<file path="src/design/dsp_ram.sv">
// Generic single-port-write, single-port-read RAM with a registered read.
// Stands alone; width and depth come from its parameters.
module dsp_ram #(
    parameter int WIDTH = 8,
    parameter int DEPTH = 64,
    localparam int ADDR_W = $clog2(DEPTH)
) (
    input  logic              aclk,
    input  logic              wr_en,
    input  logic [ADDR_W-1:0] wr_addr,
    input  logic [WIDTH-1:0]  wr_data,
    input  logic [ADDR_W-1:0] rd_addr,
    output logic [WIDTH-1:0]  rd_data
);

    logic [WIDTH-1:0] mem [DEPTH];

    // Write port and registered read port.
    always_ff @(posedge aclk) begin
        if (wr_en) begin
            mem[wr_addr] <= wr_data;
        end
        rd_data <= mem[rd_addr];
    end

endmodule

</file>
<file path="config.mk">
export PLATFORM = sky130hd
export DESIGN_NAME = dsp_ram
export DESIGN_NICKNAME = d
export VERILOG_FILES = /design/src/design/dsp_ram.sv
export SDC_FILE = /design/constraint.sdc
export NUM_CORES = 1
export LEC_CHECK = 0
export ABC_AREA = 1
export BUFFER_PORTS_ARGS = -buffer_cell sky130_fd_sc_hd__buf_2
export CORE_ASPECT_RATIO = 0.6
export CORE_MARGIN = 2
export CORE_UTILIZATION = 63
export DETAILED_ROUTE_END_ITERATION = 6
export PLACE_DENSITY_LB_ADDON = 0.1
export SLEW_MARGIN = 20
export SYNTH_ARGS = -nofsm -noshare
export SYNTH_HDL_FRONTEND = slang
export SYNTH_SLANG_ARGS = --single-unit
</file>
<file path="constraint.sdc">
create_clock -name aclk -period 2.47 [get_ports aclk]
set_input_delay 0.494 -clock aclk [delete_from_list [all_inputs] [get_ports aclk]]
set_output_delay 0.494 -clock aclk [all_outputs]
set_load 0.05 [all_outputs]
</file>
# Yosys cells after proc, flatten, opt, wreduce, memory -nomap -nowiden
# Memory sizes are Yosys's and may differ from the RTL's. A register that Yosys moved wholly into a read port is not among the register bits.
# Cells that the tools add are included.
# totals
ff_bits	0
mem_bits_rw	512
inputBits	22
out_inout_bits	8
memories	1
# classes
muxes	2
# memory_table
memory	words	width	read_ports	rd_ports_with_merged_regs	write_ports	line	rtl
mem	64	8	1	1	1	16	logic [WIDTH-1:0] mem [DEPTH];
# op_table
cell	n
$mux 1	2

# Depth between registers and ports, before layout
# depth
ltp_word	2
mapped_depth	12

# Worst setup path after synthesis
# OpenSTA, ideal clock, no wires.
# synth_timing
path_kind	input to register
startpoint	input wr_en
endpoint	memory mem[48][0], enable pin
setup_time_ps	395
arrival_time_ps	1865
path_slack_ps	210
stages	3
path_buffers	1
cell_sequence	clkbuf_1 > nand4_1 > nor4_1
# synth_between
elab_chain_cells	2
# synth_rtl
item	line	rtl
start, declared	9	input logic wr_en,
$mux 1	20	if (wr_en) begin
$mux 1 (implied by the code)	21	mem[wr_addr] <= wr_data;
end, declared	16	
# No other way between the ends.

# Worst setup path in the final report
# layout_timing
startpoint	register rd_data[0] (read register of mem)
endpoint	output rd_data[0]
# layout_rtl
item	line	rtl
start, declared	13	output logic [WIDTH-1:0] rd_data
# No word-level cell between the ends.

==> flow_metrics.env <==
export IMPL_syn_nets=1827
export IMPL_viasPerCell=6.09
export IMPL_finalHoldViolations=0
export IMPL_antenna_found_initial=3
export IMPL_synthXorXnorAreaFrac_pct=0
export IMPL_clockRootBuffer="clkbuf_16"
export IMPL_dp_cells=2298
export IMPL_postCtsSetupBuffers=0
export IMPL_relSlewSlack_pct=58.9
export IMPL_drc=0
export IMPL_synth_compound_area_share_pct=0
export IMPL_fmaxAchievable_mhz=562
export IMPL_cts_buffers=45
export IMPL_cp_required_ns=1.98
export IMPL_synthesis_area_um2=21300
export IMPL_rsz0062_at_grt="false"
export IMPL_final_antenna_net_count=0
export IMPL_htreeDepth=2
export IMPL_fin_setup_tns_ns=0
export IMPL_final_common_cell="nand2_1"
export IMPL_core_area_um2=33500
export IMPL_start_util_pct=63.7
export IMPL_clkLatencyLatePin_ns=0.58
export IMPL_yosysWarnings=0
export IMPL_cts_tree="built"
export IMPL_synth_top_family_by_area="simple AND/OR/NAND/NOR gates"
export IMPL_worst_slack_ns=0.690
export IMPL_cts_buffer_depth=3
export IMPL_drv_slew=0
export IMPL_slowest_delay_ns=0.42
export IMPL_synth_simple_area_share_pct=23.2
export IMPL_portBuffers=29
export IMPL_synthCells=1805
export IMPL_drt_wl_total_um=55600
export IMPL_path_buf_inv=1
export IMPL_p_per_area_nw_per_um2=768
export IMPL_slowest_stage="dfxtp_1"
export IMPL_crit_chain="buf_2"
export IMPL_worst_pin_slew_ns=0.616
export IMPL_postCtsResizedCells=0
export IMPL_hold_start="rd_addr[5]"
export IMPL_post_route_cells_drive_above_1_share_pct=11.3
export IMPL_dr_pass1_iters=6
export IMPL_io_pins=30
export IMPL_cts_clk_slew_worst_paths_ns=0.06
export IMPL_worstPathMaxFanout=1
export IMPL_grt_usage_pct=31.6
export IMPL_grt_pass1_wl_um=82700
export IMPL_routedWlPerCell_um=23.3
export IMPL_crit_arrival_ns=1.29
export IMPL_ys_ff_latch=520
export IMPL_final_cells=2381
export IMPL_die_x_um=242
export IMPL_critical_path_startpoint_type="flop"
export IMPL_cap_violations=0
export IMPL_dieArea_um2=35400
export IMPL_clock_skew_ns=0.0179
export IMPL_ir_drop_uv=673
export IMPL_place_congestion=0.943
export IMPL_die_h_um=147
export IMPL_synthMuxAreaShare_pct=0
export IMPL_ys_types=16
export IMPL_cts_sinks=520
export IMPL_cts_hold_buf=0
export IMPL_status="complete, no violations"
export IMPL_drt_iter0_markers=2541
export IMPL_r2r_start="mem[34][2]$_DFFE_PP_"
export IMPL_synth_seq_area_share_pct=72.8
export IMPL_crit_family="flip-flops"
export IMPL_areaGrowthSynthToFinish_pct=12.1
export IMPL_fillers=2349
export IMPL_rows=52
export IMPL_synthAdderAreaFrac_pct=0
export IMPL_vias=14500
export IMPL_end_kind="output pin"
export IMPL_fin_nets=1908
export IMPL_leakagePower_nw=8.80
export IMPL_dp_slack_ns=0.331
export IMPL_crit_start="rd_data[0]$_DFF_P_"
export IMPL_crit_type="reg -> out"
export IMPL_fin_crit_ns=1.78
export IMPL_syn_avg_cell_area_um2=11.8
export IMPL_hold_path_class="in -> reg"
export IMPL_dp_hpwl_um=33700
export IMPL_mostFrequentLayoutCells="nand2_1 (648), edfxtp_1 (512), nand3_1 (439)"
export IMPL_setup_viol=0
export IMPL_grt_pass1_vias=13300
export IMPL_grt_ovfl_total=0
export IMPL_grt_max_degree=91
export IMPL_post_route_period_util_pct=72.0
final cells by class:
cell class	instances	area, µm²	area share, %
tap	459	574	2.40
timing repair buffer	147	1310	5.45
clock buffer	57	1190	4.98
inverter	12	52.6	0.220
sequential	520	15500	64.9
clock inverter	25	313	1.31
antenna	1	2.50	0.0105
multi-input combinational	1160	4960	20.7
state kept, by name, indices dropped and copies added, names as in the netlist:
name	cells
mem	512
rd_data	8
through the flow:
step | utilization (%) | power [W] | instance area (µm²) | hold slack (ns)
3_5_place_dp | 66.9 | 0.0112 | 22400 | 0.798
6_report | 71.4 | 0.0184 | 23900 | 0.283
4_1_cts | 71.4 | 0.0184 | 23900 | 0.255
3_3_place_gp | 66.9 | 0.0112 | 22400 | 0.792
5_1_grt | 71.4 | 0.0189 | 23900 | 0.289
2_1_floorplan | - | 0.0107 | 21300 | 0.593
kinds of logic after synthesis:
kind of cell,after synthesis
buf+inv,125
flops,520
simple gates,1160
synth_stat cells, drive strengths merged:
cell type	number	area (µm²)
nor2	56	210
buf	98	752
dfxtp	8	160
nand4	9	56.3
inv	12	50.1
clkbuf	15	56.3
nand3	439	2200
edfxtp	512	15400
nand2	648	2430
nor4	8	50.1
path summary, 6_finish.rpt:
kind,endpoint,slack (ns),depth (start not counted)
min,rd_data[7]$_DFF_P_,0.28,3
max reg2reg,rd_data[2]$_DFF_P_,1.00,8
min reg2reg,rd_data[7]$_DFF_P_,0.81,8
max,rd_data[0],0.69,1
routing by layer:
layer / global-route usage [%] / up-vias / routed length [µm]
met5: 1.87 / - / 85
met4: 8.45 / 2 / 1260
met3: 10.2 / 85 / 7890
met2: 43.4 / 976 / 23300
met1: 48.7 / 6941 / 23000
li1: - / 6508 / -
report_power, final:
| part | internal [W] | switching, W | total, W |
|---|---|---|---|
| Clock | 0.00416 | 0.00314 | 0.00731 |
| Combinational | 0.000333 | 0.000961 | 0.00129 |
| Sequential | 0.00976 | 0.0000328 | 0.00979 |
(Power assumes the default switching activity.)
